===== config.mk =====
export PLATFORM = sky130hd
export DESIGN_NAME = tagged_text_extractor
export DESIGN_NICKNAME = d
export VERILOG_FILES = /design/src/rtl/tte_pkg.sv /design/src/rtl/tte_cfg.sv /design/src/rtl/tte_word_buf.sv /design/src/rtl/tte_word_scan.sv /design/src/rtl/tagged_text_extractor.sv
export VERILOG_INCLUDE_DIRS = /design/src /design/src/rtl
export SDC_FILE = /design/constraint.sdc
export NUM_CORES = 1
export LEC_CHECK = 0
export ABC_AREA = 1
export BUFFER_PORTS_ARGS = -buffer_cell sky130_fd_sc_hd__buf_2
export CAP_MARGIN = 20
export CELL_PAD_IN_SITES_DETAIL_PLACEMENT = 0
export CELL_PAD_IN_SITES_GLOBAL_PLACEMENT = 2
export CORE_UTILIZATION = 42
export DETAILED_ROUTE_END_ITERATION = 16
export MAX_ROUTING_LAYER = met4
export PLACE_DENSITY = 0.93
export SYNTH_ARGS = -nofsm -noshare
export SYNTH_HDL_FRONTEND = slang
export SYNTH_SLANG_ARGS = --single-unit

===== constraint.sdc =====
create_clock -name aclk -period 6.8 [get_ports aclk]
set_clock_uncertainty 0.1 [all_clocks]
set_input_delay 0.68 -clock aclk [delete_from_list [all_inputs] [get_ports aclk]]
set_output_delay 0.68 -clock aclk [all_outputs]
set_load 0.03 [all_outputs]

===== src/rtl/tagged_text_extractor_macros.svh =====
// Assertion helpers for the tagged text extractor.
// Define ASSERT_OFF to compile the checks away.
`ifndef TAGGED_TEXT_EXTRACTOR_MACROS_SVH
`define TAGGED_TEXT_EXTRACTOR_MACROS_SVH

`ifndef ASSERT_OFF

// Same-cycle implication.
`define TTE_ASSERT_IMPL(label, clk, rstn, ante, cons) \
    label: assert property (@(posedge clk) disable iff (!(rstn)) (ante) |-> (cons)) \
        else $error("tagged_text_extractor: same-cycle check failed");

// Next-cycle implication.
`define TTE_ASSERT_NEXT(label, clk, rstn, ante, cons) \
    label: assert property (@(posedge clk) disable iff (!(rstn)) (ante) |=> (cons)) \
        else $error("tagged_text_extractor: next-cycle check failed");

`else

`define TTE_ASSERT_IMPL(label, clk, rstn, ante, cons)
`define TTE_ASSERT_NEXT(label, clk, rstn, ante, cons)

`endif

`endif


===== src/rtl/tte_pkg.sv =====
`default_nettype none

package tte_pkg;

    localparam int MAX_WORD   = 32;
    localparam int MAX_MARKER = 12;

    localparam int WORD_AW   = $clog2(MAX_WORD);
    localparam int WLEN_W    = $clog2(MAX_WORD + 1);
    localparam int CMP_W     = WLEN_W + 1;
    localparam int TAG_LEN_W = 4;

    localparam int CFG_W     = 64;
    localparam int CFG_IDX_W = 2;

    localparam logic [CFG_IDX_W-1:0] CFG_CHARS_LOW  = 2'd0;
    localparam logic [CFG_IDX_W-1:0] CFG_CHARS_HIGH = 2'd1;
    localparam logic [CFG_IDX_W-1:0] CFG_LENGTH     = 2'd2;

    localparam logic [63:0]          RST_CHARS_LOW  = 64'd112;
    localparam logic [31:0]          RST_CHARS_HIGH = 32'd0;
    localparam logic [TAG_LEN_W-1:0] RST_LENGTH     = 4'd1;

    localparam logic [7:0] BYTE_SPACE = 8'h20;
    localparam logic [7:0] BYTE_LT    = 8'h3C;
    localparam logic [7:0] BYTE_GT    = 8'h3E;
    localparam logic [7:0] BYTE_SLASH = 8'h2F;
    localparam logic [7:0] BYTE_HT    = 8'h09;
    localparam logic [7:0] BYTE_CR    = 8'h0D;

    // Tag name as seen by the word matcher; len already clamped to MAX_MARKER.
    typedef struct packed {
        logic [MAX_MARKER-1:0][7:0] chars;
        logic [TAG_LEN_W-1:0]       len;
    } tte_marker_t;

    // Word buffer write request.
    typedef struct packed {
        logic               en;
        logic [WORD_AW-1:0] addr;
        logic [7:0]         data;
    } tte_wr_t;

    // Word-end decision for the request just accepted.
    typedef struct packed {
        logic              fin;
        logic              is_open;
        logic              is_close;
        logic              ovf;
        logic [WLEN_W-1:0] len;
    } tte_word_ev_t;

    function automatic logic is_space(input logic [7:0] b);
        return (b == BYTE_SPACE) || ((b >= BYTE_HT) && (b <= BYTE_CR));
    endfunction

    function automatic logic [7:0] tag_char(input tte_marker_t m, input logic [CMP_W-1:0] i);
        if (i < CMP_W'(MAX_MARKER)) begin
            return m.chars[i[TAG_LEN_W-1:0]];
        end
        return 8'h00;
    endfunction

    // {hit_valid, byte} expected at position p of "<T>".
    function automatic logic [8:0] open_expect(input tte_marker_t m, input logic [WLEN_W-1:0] p);
        logic [CMP_W-1:0] pe;
        logic [CMP_W-1:0] le;
        pe = CMP_W'(p);
        le = CMP_W'(m.len);
        if (pe == '0) begin
            return {1'b1, BYTE_LT};
        end else if (pe <= le) begin
            return {1'b1, tag_char(m, pe - CMP_W'(1))};
        end else if (pe == le + CMP_W'(1)) begin
            return {1'b1, BYTE_GT};
        end
        return 9'h000;
    endfunction

    // {hit_valid, byte} expected at position p of "</T>".
    function automatic logic [8:0] close_expect(input tte_marker_t m, input logic [WLEN_W-1:0] p);
        logic [CMP_W-1:0] pe;
        logic [CMP_W-1:0] le;
        pe = CMP_W'(p);
        le = CMP_W'(m.len);
        if (pe == '0) begin
            return {1'b1, BYTE_LT};
        end else if (pe == CMP_W'(1)) begin
            return {1'b1, BYTE_SLASH};
        end else if (pe <= le + CMP_W'(1)) begin
            return {1'b1, tag_char(m, pe - CMP_W'(2))};
        end else if (pe == le + CMP_W'(2)) begin
            return {1'b1, BYTE_GT};
        end
        return 9'h000;
    endfunction

endpackage

`default_nettype wire


===== src/rtl/tte_cfg.sv =====
`default_nettype none

module tte_cfg
    import tte_pkg::*;
(
    input  wire logic                 aclk,
    input  wire logic                 aresetn,
    input  wire logic                 cfg_we,
    input  wire logic [CFG_IDX_W-1:0] cfg_index,
    input  wire logic [CFG_W-1:0]     cfg_wdata,
    output tte_marker_t               marker
);

    logic [63:0]          chars_low_reg,  chars_low_next;
    logic [31:0]          chars_high_reg, chars_high_next;
    logic [TAG_LEN_W-1:0] length_reg,     length_next;

    always_comb begin
        chars_low_next  = chars_low_reg;
        chars_high_next = chars_high_reg;
        length_next     = length_reg;
        if (cfg_we) begin
            unique case (cfg_index)
                CFG_CHARS_LOW:  chars_low_next  = cfg_wdata[63:0];
                CFG_CHARS_HIGH: chars_high_next = cfg_wdata[31:0];
                CFG_LENGTH:     length_next     = cfg_wdata[TAG_LEN_W-1:0];
                default:        ;   // unmapped index, ignored
            endcase
        end
    end

    always_ff @(posedge aclk) begin
        if (!aresetn) begin
            chars_low_reg  <= RST_CHARS_LOW;
            chars_high_reg <= RST_CHARS_HIGH;
            length_reg     <= RST_LENGTH;
        end else begin
            chars_low_reg  <= chars_low_next;
            chars_high_reg <= chars_high_next;
            length_reg     <= length_next;
        end
    end

    always_comb begin
        for (int i = 0; i < 8; i++) begin
            marker.chars[i] = chars_low_reg[8*i +: 8];
        end
        for (int i = 8; i < MAX_MARKER; i++) begin
            marker.chars[i] = chars_high_reg[8*(i-8) +: 8];
        end
        // lengths beyond the tag slots count as a full tag
        if (length_reg > TAG_LEN_W'(MAX_MARKER)) begin
            marker.len = TAG_LEN_W'(MAX_MARKER);
        end else begin
            marker.len = length_reg;
        end
    end

endmodule

`default_nettype wire


===== src/rtl/tte_word_buf.sv =====
`default_nettype none

module tte_word_buf
    import tte_pkg::*;
(
    input  wire logic               aclk,
    input  wire tte_wr_t            wr,
    input  wire logic [WORD_AW-1:0] rd_addr,
    output logic [7:0]              rd_data
);

    logic [7:0] mem [MAX_WORD];
    logic [7:0] rd_data_reg;

    always_ff @(posedge aclk) begin
        if (wr.en) begin
            mem[wr.addr] <= wr.data;
        end
        rd_data_reg <= mem[rd_addr];
    end

    assign rd_data = rd_data_reg;

endmodule

`default_nettype wire


===== src/rtl/tte_word_scan.sv =====
`default_nettype none

module tte_word_scan
    import tte_pkg::*;
(
    input  wire logic        aclk,
    input  wire logic        aresetn,
    input  wire logic        accept,
    input  wire logic [7:0]  text_byte,
    input  wire logic        end_of_text,
    input  wire tte_marker_t marker,
    output tte_wr_t          wr,
    output tte_word_ev_t     ev
);

    logic [WLEN_W-1:0] wlen_reg, wlen_next;
    logic              ovf_reg,  ovf_next;
    logic              om_reg,   om_next;
    logic              cm_reg,   cm_next;

    logic [WLEN_W-1:0] len_a;
    logic              ovf_a, om_a, cm_a, sp;
    logic [8:0]        oe, ce;

    always_comb begin
        sp    = is_space(text_byte);
        oe    = open_expect(marker, wlen_reg);
        ce    = close_expect(marker, wlen_reg);
        len_a = wlen_reg;
        ovf_a = ovf_reg;
        om_a  = om_reg;
        cm_a  = cm_reg;

        wr.en   = 1'b0;
        wr.addr = wlen_reg[WORD_AW-1:0];
        wr.data = text_byte;

        if (!sp) begin
            if (wlen_reg < WLEN_W'(MAX_WORD)) begin
                wr.en = accept;
                om_a  = om_reg && oe[8] && (oe[7:0] == text_byte);
                cm_a  = cm_reg && ce[8] && (ce[7:0] == text_byte);
                len_a = wlen_reg + WLEN_W'(1);
            end else begin
                // buffer full: keep the head, drop the rest
                ovf_a = 1'b1;
                om_a  = 1'b0;
                cm_a  = 1'b0;
            end
        end

        ev.fin      = (sp || end_of_text) && (len_a != '0);
        ev.ovf      = ovf_a;
        ev.len      = len_a;
        ev.is_open  = ev.fin && om_a && !ovf_a &&
                      (CMP_W'(len_a) == CMP_W'(marker.len) + CMP_W'(2));
        ev.is_close = ev.fin && cm_a && !ovf_a &&
                      (CMP_W'(len_a) == CMP_W'(marker.len) + CMP_W'(3));

        wlen_next = wlen_reg;
        ovf_next  = ovf_reg;
        om_next   = om_reg;
        cm_next   = cm_reg;
        if (accept) begin
            if (ev.fin || end_of_text) begin
                wlen_next = '0;
                ovf_next  = 1'b0;
                om_next   = 1'b1;
                cm_next   = 1'b1;
            end else begin
                wlen_next = len_a;
                ovf_next  = ovf_a;
                om_next   = om_a;
                cm_next   = cm_a;
            end
        end
    end

    always_ff @(posedge aclk) begin
        if (!aresetn) begin
            wlen_reg <= '0;
            ovf_reg  <= 1'b0;
            om_reg   <= 1'b1;
            cm_reg   <= 1'b1;
        end else begin
            wlen_reg <= wlen_next;
            ovf_reg  <= ovf_next;
            om_reg   <= om_next;
            cm_reg   <= cm_next;
        end
    end

endmodule

`default_nettype wire


===== src/rtl/tagged_text_extractor.sv =====
// A byte inside a word is absorbed and causes no result.
// At a word end the leading space is loaded into the m_* output register first, then each word
// byte in turn once its buffer read is fresh (buffer read plus address step).
// Requests: s_tready is low while a word or a sentence end is emitted, so no new request
// is taken until all results of the last one are loaded; m_tready stalls hold it longer.
// Reset: synchronous, active-low aresetn; tag returns to "p", word buffer not cleared.
`default_nettype none

`include "tagged_text_extractor_macros.svh"

module tagged_text_extractor
    import tte_pkg::*;
(
    input  wire logic                 aclk,
    input  wire logic                 aresetn,

    input  wire logic                 cfg_we,
    input  wire logic [CFG_IDX_W-1:0] cfg_index,
    input  wire logic [CFG_W-1:0]     cfg_wdata,

    input  wire logic                 s_tvalid,
    output logic                      s_tready,
    input  wire logic [7:0]           s_tdata,   // [7:0] text_byte
    input  wire logic                 s_tlast,   // end_of_text

    output logic                      m_tvalid,
    input  wire logic                 m_tready,
    output logic [7:0]                m_tdata,   // [7:0] out_byte
    output logic [1:0]                m_tuser,   // [0] kind, [1] word_truncated
    output logic                      m_tlast    // last_of_run
);

    // Emit sequencer. IDLE takes requests; the others drain results of one request.
    typedef enum logic [3:0] {
        S_IDLE  = 4'b0001,
        S_SPACE = 4'b0010,
        S_BYTES = 4'b0100,
        S_EOS   = 4'b1000
    } state_t;

    state_t state_reg, state_next;

    tte_marker_t  marker;
    tte_wr_t      wr;
    tte_word_ev_t ev;
    logic [7:0]   rd_data;

    logic              accept;
    logic              recording_reg, recording_next;
    logic              has_text_reg,  has_text_next;
    logic              eos_pend_reg,  eos_pend_next;
    logic              trunc_reg,     trunc_next;
    logic [WLEN_W-1:0] rep_len_reg,   rep_len_next;
    logic [WLEN_W-1:0] rd_idx_reg,    rd_idx_next;
    logic [WLEN_W-1:0] idx_inc;
    logic              fresh_reg,     fresh_next;

    logic              words, rec_after, has_after, eos, last_byte;

    // output register
    logic              out_valid_reg, out_valid_next;
    logic              out_kind_reg, out_trunc_reg, out_last_reg;
    logic [7:0]        out_byte_reg;
    logic              out_free, out_load;
    logic              ld_kind, ld_trunc, ld_last;
    logic [7:0]        ld_byte;

    tte_cfg u_cfg (
        .aclk      (aclk),
        .aresetn   (aresetn),
        .cfg_we    (cfg_we),
        .cfg_index (cfg_index),
        .cfg_wdata (cfg_wdata),
        .marker    (marker)
    );

    tte_word_scan u_scan (
        .aclk        (aclk),
        .aresetn     (aresetn),
        .accept      (accept),
        .text_byte   (s_tdata),
        .end_of_text (s_tlast),
        .marker      (marker),
        .wr          (wr),
        .ev          (ev)
    );

    tte_word_buf u_buf (
        .aclk    (aclk),
        .wr      (wr),
        .rd_addr (rd_idx_reg[WORD_AW-1:0]),
        .rd_data (rd_data)
    );

    assign s_tready = (state_reg == S_IDLE);
    assign accept   = s_tvalid && s_tready;
    assign out_free = !out_valid_reg || m_tready;
    assign idx_inc  = rd_idx_reg + WLEN_W'(1);
    assign last_byte = (idx_inc == rep_len_reg);

    // Word-end decisions for the request being taken.
    always_comb begin
        words     = ev.fin && !ev.is_open && !ev.is_close && recording_reg;
        rec_after = ev.is_open ? 1'b1 : (ev.is_close ? 1'b0 : recording_reg);
        has_after = ev.is_close ? 1'b0 : (words ? 1'b1 : has_text_reg);
        // close marker always ends a sentence; end of text only if it has text
        eos       = ev.is_close || (s_tlast && has_after);
    end

    always_comb begin
        state_next     = state_reg;
        recording_next = recording_reg;
        has_text_next  = has_text_reg;
        eos_pend_next  = eos_pend_reg;
        trunc_next     = trunc_reg;
        rep_len_next   = rep_len_reg;
        rd_idx_next    = rd_idx_reg;

        out_load = 1'b0;
        ld_kind  = 1'b0;
        ld_byte  = BYTE_SPACE;
        ld_trunc = trunc_reg;
        ld_last  = 1'b0;

        unique case (state_reg)
            S_IDLE: begin
                if (accept) begin
                    recording_next = s_tlast ? 1'b0 : rec_after;
                    has_text_next  = s_tlast ? 1'b0 : has_after;
                    if (words) begin
                        rep_len_next  = ev.len;
                        trunc_next    = ev.ovf;
                        eos_pend_next = eos;
                        rd_idx_next   = '0;
                        state_next    = S_SPACE;
                    end else if (eos) begin
                        state_next    = S_EOS;
                    end
                end
            end
            S_SPACE: begin
                if (out_free) begin
                    out_load   = 1'b1;
                    state_next = S_BYTES;
                end
            end
            S_BYTES: begin
                // wait until read data matches the current index
                if (out_free && fresh_reg) begin
                    out_load    = 1'b1;
                    ld_byte     = rd_data;
                    ld_last     = last_byte && !eos_pend_reg;
                    rd_idx_next = idx_inc;
                    if (last_byte) begin
                        state_next = eos_pend_reg ? S_EOS : S_IDLE;
                    end
                end
            end
            S_EOS: begin
                if (out_free) begin
                    out_load   = 1'b1;
                    ld_kind    = 1'b1;
                    ld_byte    = 8'h00;
                    ld_trunc   = 1'b0;
                    ld_last    = 1'b1;
                    state_next = S_IDLE;
                end
            end
            default: state_next = S_IDLE;
        endcase

        // a request may write the buffer, so its read data is stale next cycle
        fresh_next = (rd_idx_next == rd_idx_reg) && !accept;

        if (out_load) begin
            out_valid_next = 1'b1;
        end else if (m_tready) begin
            out_valid_next = 1'b0;
        end else begin
            out_valid_next = out_valid_reg;
        end
    end

    always_ff @(posedge aclk) begin
        if (!aresetn) begin
            state_reg     <= S_IDLE;
            recording_reg <= 1'b0;
            has_text_reg  <= 1'b0;
            eos_pend_reg  <= 1'b0;
            rd_idx_reg    <= '0;
            fresh_reg     <= 1'b0;
            out_valid_reg <= 1'b0;
        end else begin
            state_reg     <= state_next;
            recording_reg <= recording_next;
            has_text_reg  <= has_text_next;
            eos_pend_reg  <= eos_pend_next;
            rd_idx_reg    <= rd_idx_next;
            fresh_reg     <= fresh_next;
            out_valid_reg <= out_valid_next;
        end
    end

    always_ff @(posedge aclk) begin
        trunc_reg   <= trunc_next;
        rep_len_reg <= rep_len_next;
        if (out_load) begin
            out_kind_reg  <= ld_kind;
            out_byte_reg  <= ld_byte;
            out_trunc_reg <= ld_trunc;
            out_last_reg  <= ld_last;
        end
    end

    assign m_tvalid = out_valid_reg;
    assign m_tdata  = out_byte_reg;
    assign m_tuser  = {out_trunc_reg, out_kind_reg};
    assign m_tlast  = out_last_reg;

    // end of sentence carries a zero byte and no truncation flag
    `TTE_ASSERT_IMPL(a_eos_payload, aclk, aresetn, m_tvalid && m_tuser[0], (m_tdata == 8'h00) && !m_tuser[1])
    // end of sentence is always the final result of its request
    `TTE_ASSERT_IMPL(a_eos_last, aclk, aresetn, m_tvalid && m_tuser[0], m_tlast)
    // replay index stays inside the captured word
    `TTE_ASSERT_IMPL(a_idx_range, aclk, aresetn, state_reg == S_BYTES, rd_idx_reg < rep_len_reg)
    // end of text drops recording and sentence state
    `TTE_ASSERT_NEXT(a_eot_clear, aclk, aresetn, accept && s_tlast, !recording_reg && !has_text_reg)

endmodule

`default_nettype wire


Word level (Yosys, flattened, before mapping)
Memories as Yosys holds them, arrays and structs flattened. A register that Yosys moved wholly into a read port is not among the register bits.
Cells that the tools add are included.
{"block": "totals", "ff_bits": 142, "latch_bits": 0, "mem_bits_rw": 256, "romBits": 0, "in_bits": 80, "output_inout_bits": 13, "wordCells": 183, "n_memories": 1}
{"name": "u_buf.mem", "words": 32, "width": 8, "rd": 1, "rd_clocked_by_memory_dff": 1, "wr": 1, "line": "tte_word_buf.sv:12", "text": "logic [7:0] mem [MAX_WORD];"}
{"block": "op_classes", "add_sub_neg": 7, "n_mul": 0, "n_div": 0, "magnitude_cmp": 10, "eq_ne": 22, "shifts": 0, "n_mux": 79, "bitwise": 0, "n_reduce_logical": 44}
{"cell": "2-to-1 mux 9 bit", "count": 9}
{"cell": "binary-select mux 8 bit (select 4 bit)", "count": 2}
{"cell": "2-to-1 mux 8 bit", "count": 7}
{"cell": "2-to-1 mux 6 bit", "count": 7}
{"cell": "2-to-1 mux 1 bit", "count": 40}
{"cell": "2-to-1 mux 4 bit", "count": 9}
{"cell": "equality test 6 x 7 -> 1 bit", "count": 4}
{"cell": "logical AND 1 bit", "count": 20}
{"cell": "equality test 8 bit", "count": 2}
{"cell": "case mux 4 bit (4 select lines)", "count": 1}
{"cell": "case mux 8 bit (2 select lines)", "count": 1}
{"cell": "less-than comparator 7 x 4 -> 1 bit (second input constant)", "count": 2}
{"cell": "adder 6 x 1 -> 6 bit (second input constant)", "count": 2}
{"cell": "equality test 6 bit", "count": 2}
{"cell": "case mux 6 bit (2 select lines)", "count": 1}
{"cell": "adder 4 x 2 -> 5 bit (second input constant)", "count": 2}
{"cell": "less-than comparator 4 x 5 -> 1 bit (second input constant)", "count": 2}
{"cell": "equality test 8 x 6 -> 1 bit (second input constant)", "count": 1}
{"cell": "greater-or-equal comparator 8 x 4 -> 1 bit (second input constant)", "count": 1}
{"cell": "less-or-equal comparator 8 x 4 -> 1 bit (second input constant)", "count": 1}
{"cell": "!= test 2 bit (second input constant)", "count": 4}
{"cell": "AND reduction 2 bit", "count": 4}
{"cell": "less-or-equal comparator 6 x 7 -> 1 bit", "count": 1}
{"cell": "subtractor 6 x 1 -> 7 bit (second input constant)", "count": 1}
{"cell": "25 further kinds", "count": 36}

Depth between registers and ports, before layout
Gate-level depths: netlist of run 1.
{"block": "depth", "word_depth": 30, "depth_mapped": 31, "ltp_nobuf": 29}

Modules after synthesis
Synthesis of run 1 repeated with hierarchy kept, for this count alone.
{"block": "unflattened", "hier_cells": 2633, "hier_area_um2": 20915.1}
{"mod": "tte_word_buf", "instances": 1, "cells_each": 922, "area_each_um2": 10786.6, "seq_area_each_um2": 7847.5}
{"mod": "tte_cfg", "instances": 1, "cells_each": 646, "area_each_um2": 4290.4, "seq_area_each_um2": 2001.9}
{"mod": "tte_word_scan", "instances": 1, "cells_each": 854, "area_each_um2": 4139.0, "seq_area_each_um2": 180.2}
{"mod": "tagged_text_extractor", "instances": 1, "cells_each": 211, "area_each_um2": 1699.1, "seq_area_each_um2": 840.8}

Worst setup path after synthesis of run 1
No wires, ideal clock.
{"block": "synth_path", "path_kind": "register -> register", "startpoint": "reg u_scan.wlen_reg[1]", "endpoint": "reg rep_len_reg[0] (enable)", "setup_time_ns": 0.320, "arrival_ns": 2.800, "required_ns": 6.380, "slack_ns": 3.580, "path_stages_with_launch": 22, "path_buffers": 5, "period_less_slack_ns": 3.220, "cell_sequence": "dfxtp_1 > buf_4 > inv_2 > buf_6 > buf_2 > ha_1 > buf_2 > buf_1 > nand3_1 > nand3_1 > nand3_1 > nand2_1 > inv_2 > a21oi_1 > nor2_1 > nand2_1 > nor2_1 > nand2_1 > nand2_2 > nand2_2 > nand4_4 > inv_1"}
{"block": "synth_between", "elab_chain_cells": 22, "elab_cells_between_ends": 72, "cone_classes": "3 x add/sub; 5 x order compare; 7 x eq/ne; 37 x mux; 20 x reduce/logical"}
{"item": "start: declaration", "line": "tte_word_scan.sv:16", "text": "logic [WLEN_W-1:0] wlen_reg, wlen_next;"}
{"item": "start signal: assignment", "line": "tte_word_scan.sv:86", "text": "wlen_reg <= wlen_next;"}
{"item": "subtractor 6 x 2 -> 7 bit", "line": "tte_pkg.sv:91", "text": "return {1'b1, tag_char(m, pe - CMP_W'(2))};"}
{"item": "less-than comparator 7 x 4 -> 1 bit", "line": "tte_pkg.sv:58", "text": "if (i < CMP_W'(MAX_MARKER)) begin"}
{"item": "2-to-1 mux 1 bit", "line": "tte_pkg.sv:58"}
{"item": "2-to-1 mux 1 bit", "line": "tte_pkg.sv:90", "text": "end else if (pe <= le + CMP_W'(1)) begin"}
{"item": "2-to-1 mux 1 bit", "line": "tte_pkg.sv:88", "text": "end else if (pe == CMP_W'(1)) begin"}
{"item": "2-to-1 mux 1 bit", "line": "tte_pkg.sv:86", "text": "if (pe == '0) begin"}
{"item": "2-to-1 mux 8 bit", "line": "tte_pkg.sv:61", "text": "return 8'h00;"}
{"item": "2-to-1 mux 9 bit", "line": "tte_pkg.sv:90"}
{"item": "[... 3 more ...]"}
{"item": "equality test 8 bit", "line": "tte_word_scan.sv:42", "text": "cm_a = cm_reg && ce[8] && (ce[7:0] == text_byte);"}
{"item": "logical AND 1 bit", "line": "tte_word_scan.sv:42"}
{"item": "2-to-1 mux 1 bit", "line": "tte_word_scan.sv:39", "text": "if (wlen_reg < WLEN_W'(MAX_WORD)) begin"}
{"item": "2-to-1 mux 1 bit", "line": "tte_word_scan.sv:38", "text": "if (!sp) begin"}
{"item": "logical AND 1 bit (3 in a row)", "line": "tte_word_scan.sv:57", "text": "ev.is_close = ev.fin && cm_a && !ovf_a &&"}
{"item": "logical NOT 1 bit", "line": "tagged_text_extractor.sv:103", "text": "words = ev.fin && !ev.is_open && !ev.is_close && recording_reg;"}
{"item": "logical AND 1 bit (*) (2 in a row)", "line": "tagged_text_extractor.sv:103"}
{"item": "AND reduction 3 bit (no source line) (*)"}
{"item": "end signal: assignment", "line": "tagged_text_extractor.sv:206", "text": "rep_len_reg <= rep_len_next;"}
{"item": "end: declaration", "line": "tagged_text_extractor.sv:53", "text": "logic [WLEN_W-1:0] rep_len_reg, rep_len_next;"}
Every way passes the cells marked *; elsewhere a longest branch is shown, timed or not. The select of a mux whose other input is x is not followed.
A chain may end at the register's enable or synchronous reset.

Worst setup path in the final report of run 1
{"block": "layout_path", "startpoint": "reg u_scan.wlen_reg[1]", "endpoint": "reg trunc_reg (enable)"}
{"block": "layout_between", "elab_chain_cells": 22, "elab_cells_between_ends": 72, "cone_classes": "3 x add/sub; 5 x order compare; 7 x eq/ne; 37 x mux; 20 x reduce/logical"}
{"item": "subtractor 6 x 2 -> 7 bit", "line": "tte_pkg.sv:91"}
{"item": "less-than comparator 7 x 4 -> 1 bit", "line": "tte_pkg.sv:58"}
{"item": "2-to-1 mux 1 bit", "line": "tte_pkg.sv:58"}
{"item": "2-to-1 mux 1 bit", "line": "tte_pkg.sv:90"}
{"item": "2-to-1 mux 1 bit", "line": "tte_pkg.sv:88"}
{"item": "2-to-1 mux 1 bit", "line": "tte_pkg.sv:86"}
{"item": "2-to-1 mux 8 bit", "line": "tte_pkg.sv:61"}
{"item": "2-to-1 mux 9 bit", "line": "tte_pkg.sv:90"}
{"item": "[... 3 more ...]"}
{"item": "equality test 8 bit", "line": "tte_word_scan.sv:42"}
{"item": "logical AND 1 bit", "line": "tte_word_scan.sv:42"}
{"item": "2-to-1 mux 1 bit", "line": "tte_word_scan.sv:39"}
{"item": "2-to-1 mux 1 bit", "line": "tte_word_scan.sv:38"}
{"item": "logical AND 1 bit (3 in a row)", "line": "tte_word_scan.sv:57"}
{"item": "logical NOT 1 bit", "line": "tagged_text_extractor.sv:103"}
{"item": "logical AND 1 bit (*) (2 in a row)", "line": "tagged_text_extractor.sv:103"}
{"item": "AND reduction 3 bit (no source line) (*)"}
{"item": "end signal: assignment", "line": "tagged_text_extractor.sv:205", "text": "trunc_reg <= trunc_next;"}
{"item": "end: declaration", "line": "tagged_text_extractor.sv:52", "text": "logic trunc_reg, trunc_next;"}
Marked as above.

==> metrics.md, run 1 <==
| Metric | Value |
|---|---|
| Final Max Tran Viols | 0 |
| Syn nets | between 2000 and 2500 |
| Top cells by count, synth | nand2_1, nor2_1, edfxtp_1 |
| Grt peak-use layer | met2 |
| Cell accounting for the most synthesized area | edfxtp_1 |
| Nets | between 2000 and 2500 |
| Avg Cell Area, Syn | slightly below 9 um2 |
| Boundary pin count | 93 |
| Ys async rst share | 0 |
| Vias in the first global route | 14900 |
| Worst Path Arrival | about 4.7 ns |
| Via density | 5.454 |
| Post-DP HPWL | ~35 mm |
| Final Power | roughly 6000 uW |
| Clk_lat worst skew | slightly below 0.6 ns |
| Die area | around 0.047 mm2 |
| Pleak | 0.008200 uW |
| Resize count post-CTS | 0 |
| GRT Resource Usage Total | 0.2406 |
| Max incr delay on CP | about 0.53 ns |
| Wire per inst | a little under 20 um |
| CTS Hold Bufs | 0 |
| Synth Cell Area | approximately 0.019 mm2 |
| Max cap viols | 0 |
| Cells after Synth | about 2200 |
| Gpl congestion | about 0.89 |
| Cts bufs inserted | 42 |
| PD cells | roughly 290 mW/mm2 |
| Req. time, crit path | between 6 and 7 ns |
| DR vias | ~15000 |
| Worst-path fanout max | 33 |
| CTS tree | done |
| GR Layer Usage met2 | 0.3922 |
| Synth Warn # | 0 |
| Row Count | 77 |
| TritonCTS Sinks | slightly above 400 |
| Initial antenna violation count | 0 |
| Slew margin rel. | 0.3025 |
| Number of synthesized flops with an enable pin | 274 |
| Drt drc | 0 |
| Layout cells sized above 1 | 0.1071 |
| Antenna Cells | 0 |
| First-pass GRT wire length | between 80 and 90 mm |
| VDD IR max | 0.0001655 V |
| RSZ-0062 raised after global routing | false |
| Starting Density | 0.4303 |
| Post-synthesis sequential area ratio | 0.5664 |
| Met3 Use GR | 0.02791 |
| # setup viols final | 0 |
| Final wirelength | ~54 mm |
| Final period util | 0.6637 |
| Setup slack, reg-to-reg | between 2 and 2.5 ns |
| Core box area | about 0.045 mm2 |
| Distinct cells, synth | approximately 50 |
| Most used cell, CP | nand2_1 |
| Critical path type | flop to flop |
| Setup crit start kind | flop |
| Top cell type's share of synthesized area | 0.4287 |
| H-tree depth | 2 |
| Die width | about 220 um |
| 1st-iter DRT viols | 1302 |
| GRT overflow | 0 |
| CP delay by family, top | simple AND/OR/NAND/NOR gates |
| Layout area overhead | 11.04% |
| Top-count cell post-synth | nand2_1 |
| Actual slew at the worst max-slew pin | ~1.0 ns |
| Post-CTS Setup Repair Bufs | 0 |
| Status | completed |
| Final-report hold violation count | 0 |
| Worst setup EP type | flop |
| Die H | 215.8 um |
| I/O Buffers | between 90 and 100 |
| Antenna-violating nets left | 0 |
| HP Class | input pin to flop |
| CTS clk-pin slew, worst paths | ~0.06 ns |
| Max Buffers Root-to-Sink | 3 |
| Synth top area cells | edfxtp_1, dfxtp_1, nand2_1 |
| Worst-path cell chain | buf_4, inv_2, ha_1, inv_1, nand2_1, nand2_1, nand2_1, o21ai_2, nor2_4, nand2_1, clkinv_2, nand2_1, nand2_1, nand3_1, nand3_1, nor2_1, nand2_1, nand2_2, nand3_4, nand4_4, inv_1 |
| Fmax | approximately 0.22 GHz |
| Fill cells | 4208 |
| Max reg flops | 256 |
| Most common flop cell mapped by yosys | edfxtp_1 |
| Largest net degree at the start of global routing | around 110 |
| Fin crit period | between 4 and 5 ns |
| Yosys reg bits | slightly above 400 |
| Clock root buffer | clkbuf_16 |
| Met1 Track Usage GR | 0.3092 |
| Setup TNS | 0 ns |
| Slowest cell on the critical path | inv_2 |
| DR pass1 iterations | 5 |
| WP buf/inv | 5 |
[final timing paths]
path,start,endpoint,cells after the start
worst min-delay path,cfg_wdata[47],u_cfg.chars_low_reg[47],3
worst max-delay path,u_scan.wlen_reg[1],trunc_reg,21
worst min register to register,u_cfg.length_reg[0],u_cfg.length_reg[0],2
worst max register to register,u_scan.wlen_reg[1],trunc_reg,21
[layout by cell type (no fill, tap or decap), types with 11 or more instances in the layout]
cell type	count
clkbuf_16	42
nand2_1	395
inv_1	115
xor2_1	12
o21ai_1	11
a21oi_1	67
buf_4	20
o22ai_1	27
ha_1	21
o21ai_0	264
inv_2	19
nor2_1	366
dfxtp_1	129
clkbuf_1	11
buf_2	92
edfxtp_1	274
o221ai_1	46
nand3_1	196
[area by class of cell]
| class | count | area [um2] | share of cell area |
|---|---|---|---|
| sequential | 406 | 10880 | 0.5105 |
| clock buffer | 56 | 1134 | 0.05319 |
| tap | 592 | 740.7 | 0.03475 |
| clock inverter | 22 | 234.0 | 0.01098 |
| inverter | 138 | 521.8 | 0.02448 |
| timing repair buffer | 112 | 610.6 | 0.02865 |
| multi-input combinational | 1488 | 7193 | 0.3375 |
[metrics by stage]
step             util  hold slack [ns]  instance area [um2]  worst slack, ns  instances
2_1_floorplan       -           0.3292                19190            3.580       2164
3_3_place_gp   0.4471           0.3518                19950            2.299       2736
3_5_place_dp   0.4471           0.3584                19950            2.236       2736
4_1_cts        0.4778           0.2114                21310            2.223       2814
5_1_grt        0.4778           0.2229                21310            1.873       2814
6_report       0.4778           0.2316                21310            2.287       2814
[report_power, final]
part           switching [uW]  internal, uW  total (uW)  leakage (uW)
Sequential               73.1          2730        2800       0.00357
Clock                     985          1300        2290      0.000664
Combinational             749           314        1060       0.00397
[cells by family after synthesis]
| family | synth area share |
|---|---|
| simple gates | 0.2192 |
| flops | 0.5664 |
| xor+xnor | 0.007757 |
| buf+inv | 0.05939 |
| compound gates | 0.1336 |
| fa+ha+maj | 0.01369 |
[tightest hold or removal path: cells and delay by family]
| family | cells | cell delay [ns] |
|---|---|---|
| AND/OR/NAND/NOR | 2 | 0.11 |
| buffers and inverters | 1 | 0.07 |
[per-layer routing]
layer / part of all wire / up-vias
met5: 0 / -
li1: - / 7473
met3: 0.058 / 100
met4: 0.031 / 0
met2: 0.48 / 504
met1: 0.43 / 7271
No activity file was read; power rests on OpenSTA's default activity.
==> run 2: changes to the inputs <==
--- a/config.mk
+++ b/config.mk
@@ -11,10 +11,10 @@
 export CAP_MARGIN = 20
 export CELL_PAD_IN_SITES_DETAIL_PLACEMENT = 0
 export CELL_PAD_IN_SITES_GLOBAL_PLACEMENT = 2
-export CORE_UTILIZATION = 42
+export CORE_UTILIZATION = 35
 export DETAILED_ROUTE_END_ITERATION = 16
 export MAX_ROUTING_LAYER = met4
-export PLACE_DENSITY = 0.93
+export PLACE_DENSITY = 0.83
 export SYNTH_ARGS = -nofsm -noshare
 export SYNTH_HDL_FRONTEND = slang
 export SYNTH_SLANG_ARGS = --single-unit
==> constraint.sdc (replaced) <==
create_clock -name aclk -period 4.15 [get_ports aclk]
set_clock_uncertainty 0.1 [all_clocks]
set_input_delay 0.415 -clock aclk [delete_from_list [all_inputs] [get_ports aclk]]
set_output_delay 0.415 -clock aclk [all_outputs]
set_load 0.03 [all_outputs]
==> run 2 against run 1 <==
- worst setup slack got worse by 1.9 ns
- utilization is 6.0 points lower
- highest routed layer unchanged
- via count is 1.7% higher
- total power is 73% higher
- sequential power is 64% higher
- first-iteration DRC count is 16% lower
- global-route usage fell by 2.7 points
==> metrics.md, run 2 (same netlist as run 1, synthesis figures left out) <==
| Metric | Value |
|---|---|
| Max Buffers Root-to-Sink | 3 (unchanged) |
| Max reg flops | 256 (unchanged) |
| Final Max Tran Viols | 0 (unchanged) |
| Setup crit start kind | flop (unchanged) |
| Final-report hold violation count | 0 (unchanged) |
| Slew margin rel. | 0.4843 (was 0.3025) |
| Die width | 236.2 um (was 215.8 um) |
| Wire per inst | 19.11 um (was 19.26 um) |
| Die area | 0.05578 mm2 (was 0.04656 mm2) |
| Critical path type | flop to flop (unchanged) |
| First-pass GRT wire length | 89.77 mm (was 84.92 mm) |
| Initial antenna violation count | 0 (unchanged) |
| Fmax | 0.2663 GHz (was 0.2216 GHz) |
| Die H | 236.2 um (was 215.8 um) |
| 1st-iter DRT viols | 1090 (was 1302) |
| Gpl congestion | 0.8075 (was 0.8899) |
| RSZ-0062 raised after global routing | false (unchanged) |
| Status | completed (unchanged) |
| Vias in the first global route | 15140 (was 14900) |
| I/O Buffers | 92 (unchanged) |
| Fill cells | 5387 (was 4208) |
| Fin Hold WS | 0.01293 ns (was 0.2316 ns) |
| Pleak | 0.008800 uW (was 0.008200 uW) |
| GRT overflow | 0 (unchanged) |
| Antenna Cells | 0 (unchanged) |
| Multi-input logic area | 0.007193 mm2 (unchanged) |
| Antenna-violating nets left | 0 (unchanged) |
| # setup viols final | 0 (unchanged) |
| Req. time, crit path | 4.33 ns (was 6.96 ns) |
| HP Class | input pin to flop (unchanged) |
| Layout area overhead | 17.69% (was 11.04%) |
| Final period util | 0.9050 (was 0.6637) |
| Boundary pin count | 93 (unchanged) |
| Row Count | 85 (was 77) |
| Cts bufs inserted | 45 (was 42) |
| Worst Path Arrival | 3.93 ns (was 4.68 ns) |
| Pre-CTS WS | 0.3279 ns (was 2.236 ns) |
| Worst-path fanout max | 10 (was 33) |
| Via density | 5.156 (was 5.454) |
| Post-DP HPWL | 37.57 mm (was 35.26 mm) |
| Final WS setup | 0.3942 ns (was 2.287 ns) |
| Commonest non-fill, non-tap cell in the layout | nand2_1 (unchanged) |
| PD cells | 471.9 mW/mm2 (was 288.8 mW/mm2) |
| Nets | 2396 (was 2289) |
| Max cap viols | 0 (unchanged) |
| Final wirelength | 57.84 mm (was 54.21 mm) |
| Largest net degree at the start of global routing | 129 (was 109) |
| Most frequent cells in the layout | nand2_1, nor2_1, edfxtp_1, o21ai_0, nand3_1 (unchanged) |
| DR vias | 15610 (was 15350) |
| Actual slew at the worst max-slew pin | 0.7736 ns (was 1.046 ns) |
| Post-CTS Setup Repair Bufs | 0 (unchanged) |
| Drt drc | 0 (unchanged) |
| Fin crit period | 3.756 ns (was 4.513 ns) |
| Clock root buffer | clkbuf_16 (unchanged) |
| H-tree depth | 2 (unchanged) |
| VDD IR max | 0.0002890 V (was 0.0001655 V) |
| Starting Density | 0.3553 (was 0.4303) |
| TritonCTS Sinks | 406 (unchanged) |
| Layout cells sized above 1 | 0.1270 (was 0.1071) |
| Sequential cell area | 0.01088 mm2 (unchanged) |
| Core box area | 0.05403 mm2 (was 0.04461 mm2) |
| GRT Resource Usage Total | 0.2139 (was 0.2406) |
| DR pass1 iterations | 6 (was 5) |
| Worst setup EP type | flop (unchanged) |
| CTS tree | done (unchanged) |
| Resize count post-CTS | 0 (unchanged) |
| CTS clk-pin slew, worst paths | 0.06 ns (about the same) |
| Clk_lat worst skew | 0.60 ns (was 0.58 ns) |
| Setup TNS | 0 ns (unchanged) |
## run 2: changes by cell type in the layout (fill, tap and decap cells not counted), sizes merged
cell	previous run	this run
bufinv	3	7
dlygate4sd3	0	53
clkbuf	56	55
clkinvlp	2	1
buf	112	163
inv	138	141
## run 2: timing repair
item                                   CTS  global route
hold buffers                            53             0
setup endpoints to repair                0             0
endpoints found under the hold margin   53             0
## run 2: report_power, final
| part | internal (uW) | switching, uW | total [uW] |
|---|---|---|---|
| logic | 580 | 1290 | 1870 |
| clock network | 2500 | 1710 | 4210 |
| registers | 4470 | 106 | 4580 |
## run 2: per-layer routing
| layer | vias to the layer above | GRT usage | wire [um] |
|---|---|---|---|
| met5 | - | - | 0 |
| met4 | 0 | 0.06159 | 1333 |
| met3 | 86 | 0.02563 | 2512 |
| met2 | 359 | 0.3558 | 28260 |
| met1 | 7465 | 0.2738 | 25730 |
| li1 | 7697 | - | - |
## run 2: final timing paths
kind | startpoint | end | slack [ns] | depth (start not counted)
hold / removal | cfg_wdata[57] | u_cfg.chars_low_reg[57] | 0.01 | 3
setup / recovery | u_cfg.length_reg[2] | rep_len_reg[4] | 0.39 | 23
hold reg to reg | u_cfg.chars_high_reg[4] | u_cfg.chars_high_reg[4] | 0.36 | 2
setup reg to reg | u_cfg.length_reg[2] | rep_len_reg[4] | 0.39 | 23
## run 2: cell type report
type / instances / share of cell area
clock buffers: 55 / 0.05240
clock inverters: 28 / 0.01673
inverters: 138 / 0.02310
multi-input cells: 1488 / 0.3185
flip-flops and latches: 406 / 0.4816
well taps: 696 / 0.03855
repair buffers: 216 / 0.06913
## run 2: stage by stage
step	instances	utilization	total power (uW)	area, um2
after floorplan	2164	-	5858	19190
after global placement	2891	0.3794	6490	20500
after detailed placement	2891	0.3794	6505	20500
after CTS	3027	0.4181	10760	22590
after global routing	3027	0.4181	11150	22590
final	3027	0.4181	10660	22590
## run 2: worst max-delay path, stage by stage (launching register included)
cell	delay, ns
dfxtp_1	0.45
nand2_1	0.14
nand2_1	0.15
inv_1	0.12
ha_1	0.24
xnor2_1	0.14
ha_1	0.35
a21oi_1	0.13
nand2_1	0.06
nand2_1	0.06
nand2_1	0.10
nand2_1	0.12
inv_1	0.09
nor2_4	0.13
nand2_1	0.09
nand3_1	0.08
nand2_1	0.05
nand2_1	0.06
nor2_1	0.04
nand2_1	0.09
nand2_2	0.10
nand3_4	0.11
nand4_4	0.18
inv_1	0.26
==> run 3: changes to the inputs <==
--- a/config.mk
+++ b/config.mk
@@ -6,15 +6,14 @@
 export SDC_FILE = /design/constraint.sdc
 export NUM_CORES = 1
 export LEC_CHECK = 0
-export ABC_AREA = 1
 export BUFFER_PORTS_ARGS = -buffer_cell sky130_fd_sc_hd__buf_2
 export CAP_MARGIN = 20
 export CELL_PAD_IN_SITES_DETAIL_PLACEMENT = 0
 export CELL_PAD_IN_SITES_GLOBAL_PLACEMENT = 2
-export CORE_UTILIZATION = 35
+export CORE_UTILIZATION = 39
 export DETAILED_ROUTE_END_ITERATION = 16
 export MAX_ROUTING_LAYER = met4
-export PLACE_DENSITY = 0.83
+export PLACE_DENSITY = 0.8
 export SYNTH_ARGS = -nofsm -noshare
 export SYNTH_HDL_FRONTEND = slang
 export SYNTH_SLANG_ARGS = --single-unit
==> constraint.sdc (replaced) <==
create_clock -name aclk -period 4.15 [get_ports aclk]
set_clock_uncertainty 0.1 [all_clocks]
set_input_delay 0.415 -clock aclk [delete_from_list [all_inputs] [get_ports aclk]]
set_output_delay 0.415 -clock aclk [all_outputs]
set_load 0.01 [all_outputs]
==> run 3 against run 2 <==
- fmax fell by 2.7%
- highest routed layer unchanged
- first-iteration DRC count fell by 8.5%
- wire length fell by 11%
- largest power group unchanged
- critical path depth fell by 7
- non-clock buffer count increased by 28
==> metrics.md, run 3 <==
| Metric | Value |
|---|---|
| Drt drc | 0 (unchanged) |
| Ys async rst share | 0 (unchanged) |
| Reg2Reg Depth | 16 (was 23) |
| Most frequent cells in the layout | edfxtp_1, nand2_1, dfxtp_1, a21oi_1, mux4_2 (was nand2_1, nor2_1, edfxtp_1, o21ai_0, nand3_1) |
| Die H | 222.4 um (was 236.2 um) |
| Layout cells sized above 1 | 0.2497 (was 0.1270) |
| Final-report hold violation count | 0 (unchanged) |
| I/O Buffers | 92 (unchanged) |
| Starting Density | 0.3958 (was 0.3553) |
| First-pass GRT wire length | 78.16 mm (was 89.77 mm) |
| Worst-path fanout max | 12 (was 10) |
| Setup crit start kind | flop (unchanged) |
| Cell Count, Final, Fillers Out | 2309 (was 3027) |
| Clk_lat worst skew | 0.58 ns (was 0.60 ns) |
| Hold Crit Start | cfg_wdata[20] (was cfg_wdata[57]) |
| Reg2reg start | u_scan.wlen_reg[1] (was u_cfg.length_reg[2]) |
| Top cells by count, synth | edfxtp_1, nand2_1, dfxtp_1 (was nand2_1, nor2_1, edfxtp_1) |
| Final Max Tran Viols | 0 (unchanged) |
| DR vias | 12890 (was 15610) |
| Fmax | 0.2590 GHz (was 0.2663 GHz) |
| Syn nets | 1569 (was 2265) |
| Switching Fraction | 0.2275 (was 0.2914) |
| PD cells | 390.1 mW/mm2 (was 471.9 mW/mm2) |
| Final WS setup | 0.2890 ns (was 0.3942 ns) |
| Cells after Synth | 1468 (was 2164) |
| Initial antenna violation count | 1 (was 0) |
| Min-Delay Path Depth | 3 (unchanged) |
| Worst Path Arrival | 4.24 ns (was 3.93 ns) |
| HP Class | input pin to flop (unchanged) |
| Clock root buffer | clkbuf_16 (unchanged) |
| GRT Resource Usage Total | 0.2162 (was 0.2139) |
| Core box area | 0.04785 mm2 (was 0.05403 mm2) |
| Avg Cell Area, Syn | 12.90 um2 (was 8.869 um2) |
| Die width | 222.4 um (was 236.2 um) |
| Internal power | 6786 uW (was 7554 uW) |
| Synth top area cells | edfxtp_1, dfxtp_1, mux4_2 (was edfxtp_1, dfxtp_1, nand2_1) |
| Req. time, crit path | 4.53 ns (was 4.33 ns) |
| Post-synthesis sequential area ratio | 0.5740 (was 0.5664) |
| Synth Cell Area | 0.01894 mm2 (was 0.01919 mm2) |
| Worst-path cell chain | inv_2, buf_4, ha_1, buf_4, nor2b_1, a2111oi_0, o41ai_1, buf_4, nand2b_1, a211o_1, nand3_1, nand4_1, o22ai_4, nor3_4, buf_12, a2111oi_2 (was nand2_1, nand2_1, inv_1, ha_1, xnor2_1, ha_1, a21oi_1, nand2_1, nand2_1, nand2_1, nand2_1, inv_1, nor2_4, nand2_1, nand3_1, nand2_1, nand2_1, nor2_1, nand2_1, nand2_2, nand3_4, nand4_4, inv_1) |
| 1st-iter DRT viols | 997 (was 1090) |
| Via density | 5.584 (was 5.156) |
| Layout area overhead | 18.90% (was 17.69%) |
| Placed cell count | 2177 (was 2891) |
| Wire per inst | 22.23 um (was 19.11 um) |
| TritonCTS Sinks | 406 (unchanged) |
| Actual slew at the worst max-slew pin | 0.9514 ns (was 0.7736 ns) |
| VDD IR max | 0.0002849 V (was 0.0002890 V) |
| Final period util | 0.9304 (was 0.9050) |
| Max incr delay on CP | 0.44 ns (was 0.45 ns) |
| Max cap viols | 0 (unchanged) |
| CTS tree | done (unchanged) |
| Yosys reg bits | 406 (unchanged) |
| Antenna-violating nets left | 0 (unchanged) |
| Reg2reg end | rd_idx_reg[5] (was rep_len_reg[4]) |
| Cell accounting for the most synthesized area | edfxtp_1 (unchanged) |
| CTS clk-pin slew, worst paths | 0.06 ns (about the same) |
| Distinct cells, synth | 85 (was 49) |
| DR pass1 iterations | 6 (unchanged) |
| Comb pwr share | 0.067 (was 0.175) |
| Final Power | 8785 uW (was 10660 uW) |
| Worst setup EP type | flop (unchanged) |
| Pleak | 0.007758 uW (was 0.008800 uW) |
| Number of synthesized flops with an enable pin | 274 (unchanged) |
| Largest net degree at the start of global routing | 65 (was 129) |
| H-tree depth | 2 (unchanged) |
| Most common flop cell mapped by yosys | edfxtp_1 (unchanged) |
| Max Buffers Root-to-Sink | 3 (unchanged) |
| Top cell type's share of synthesized area | 0.4344 (was 0.4287) |
| Antenna Cells | 0 (unchanged) |
| Vias in the first global route | 12700 (was 15140) |
| Slowest cell on the critical path | ha_1 (was dfxtp_1) |
| Die area | 0.04945 mm2 (was 0.05578 mm2) |
| Synth Warn # | 0 (unchanged) |
| Slew margin rel. | 0.3634 (was 0.4843) |
| Cts bufs inserted | 44 (was 45) |
| Final wirelength | 51.33 mm (was 57.84 mm) |
| Row Count | 80 (was 85) |
| Pre-CTS WS | 0.1080 ns (was 0.3279 ns) |
| GRT overflow | 0 (unchanged) |
| Top-count cell post-synth | edfxtp_1 (was nand2_1) |
| Setup slack, reg-to-reg | 0.29 ns (was 0.39 ns) |
| Fin crit period | 3.861 ns (was 3.756 ns) |
| Commonest non-fill, non-tap cell in the layout | edfxtp_1 (was nand2_1) |
| Boundary pin count | 93 (unchanged) |
| Seq pwr share | 0.500 (was 0.430) |
| Critical path type | flop to flop (unchanged) |
| Hold endpoint | u_cfg.chars_low_reg[20] (was u_cfg.chars_low_reg[57]) |
| Max reg flops | 256 (unchanged) |
| Status | completed (unchanged) |
| Post-DP HPWL | 34.89 mm (was 37.57 mm) |
| # setup viols final | 0 (unchanged) |
| Gpl congestion | 0.8791 (was 0.8075) |
| Net Sw Power | 1999 uW (was 3106 uW) |
| RSZ-0062 raised after global routing | false (unchanged) |
| Setup TNS | 0 ns (unchanged) |
| Most used cell, CP | buf_4 (was nand2_1) |
| Clock Power Share | 0.433 (was 0.395) |
| Nets | 1762 (was 2396) |
| Fill cells | 4264 (was 5387) |
-- run 3: cell types whose count changed after synthesis, moves of 15 or more --
| cell | delta |
|---|---|
| o22ai_1 | -21 |
| mux2i_1 | +28 |
| o221ai_1 | -39 |
| inv_1 | -94 |
| mux2_2 | +15 |
| mux4_2 | +117 |
| o21ai_0 | -235 |
| nand2_1 | -141 |
| a21oi_1 | +52 |
| nor2_1 | -293 |
| xnor2_1 | +16 |
| nand3_1 | -166 |
| clkbuf_1 | -23 |
-- run 3: stage by stage --
stage | area [um2] | hold WS (ns) | utilization
5_1_grt | 22520 | 0.01693 | 0.4707
2_1_floorplan | 18940 | 0.3415 | -
6_report | 22520 | 0.02686 | 0.4707
3_3_place_gp | 20550 | 0.3501 | 0.4296
4_1_cts | 22470 | 0.001784 | 0.4695
3_5_place_dp | 20550 | 0.3603 | 0.4296
-- run 3: cell families after synthesis --
kind of cell    Yosys count  share of synthesized area
simple gates            469                     0.1120
flops                   406                     0.5740
compound gates          252                    0.08668
mux                     162                     0.1656
buf+inv                 123                    0.02722
xor+xnor                 35                    0.02061
fa+ha+maj                21                    0.01387
-- run 3: critical path: cells and delay by family, from the launching register on --
kind	cells	cell delay, ns
compound gates	5	1.49
buf+inv	5	0.81
simple gates	5	0.56
fa+ha+maj	1	0.44
flops	1	0.34
-- run 3: worst max path at each step --
stage / startpoint / end / slack (ns) / depth (start not counted)
after floorplan: u_scan.wlen_reg[0] / rep_len_reg[0] / 0.008 / 16
after global routing: u_cfg.length_reg[3] / rd_idx_reg[1] / 0.003 / 18
final: u_scan.wlen_reg[1] / rd_idx_reg[5] / 0.29 / 16
after global placement: u_cfg.length_reg[2] / rep_len_reg[2] / 0.14 / 16
after CTS: u_cfg.length_reg[2] / rep_len_reg[1] / 0.11 / 16
after detailed placement: u_cfg.length_reg[2] / rep_len_reg[2] / 0.11 / 16
-- run 3: final cells by class --
class                           instances  area [um2]  share of cell area
Clock buffer                           57        1201             0.05334
Clock inverter                         22       201.4            0.008945
Inverter                               26       98.84            0.004389
Multi-Input combinational cell        939        7585              0.3368
Sequential cell                       406       10880              0.4830
Tap cell                              615       769.5             0.03417
Timing Repair Buffer                  244        1787             0.07934
-- run 3: routing by layer --
layer  vias to the layer above  track usage  wire (um)
met5                         -            -          0
met4                         0      0.05762       1129
met3                        73      0.03756       2851
met2                       367       0.3375      24310
met1                      6498       0.2920      23040
li1                       5956            -          -
-- run 3: timing repair --
item,4_1_cts,5_1_grt
gates resized for setup,0,4
setup buffers,0,1
setup endpoints to repair,0,16
endpoints found under the hold margin,66,0
hold buffers,51,0
-- run 3: power groups by stage --
stage / Combinational (uW) / Clock, uW / Sequential, uW
after floorplan: 314 / 0 / 4470
after global placement: 543 / 0 / 4470
after detailed placement: 548 / 0 / 4480
after CTS: 587 / 3900 / 4390
after global routing: 640 / 4050 / 4390
final: 590 / 3800 / 4390
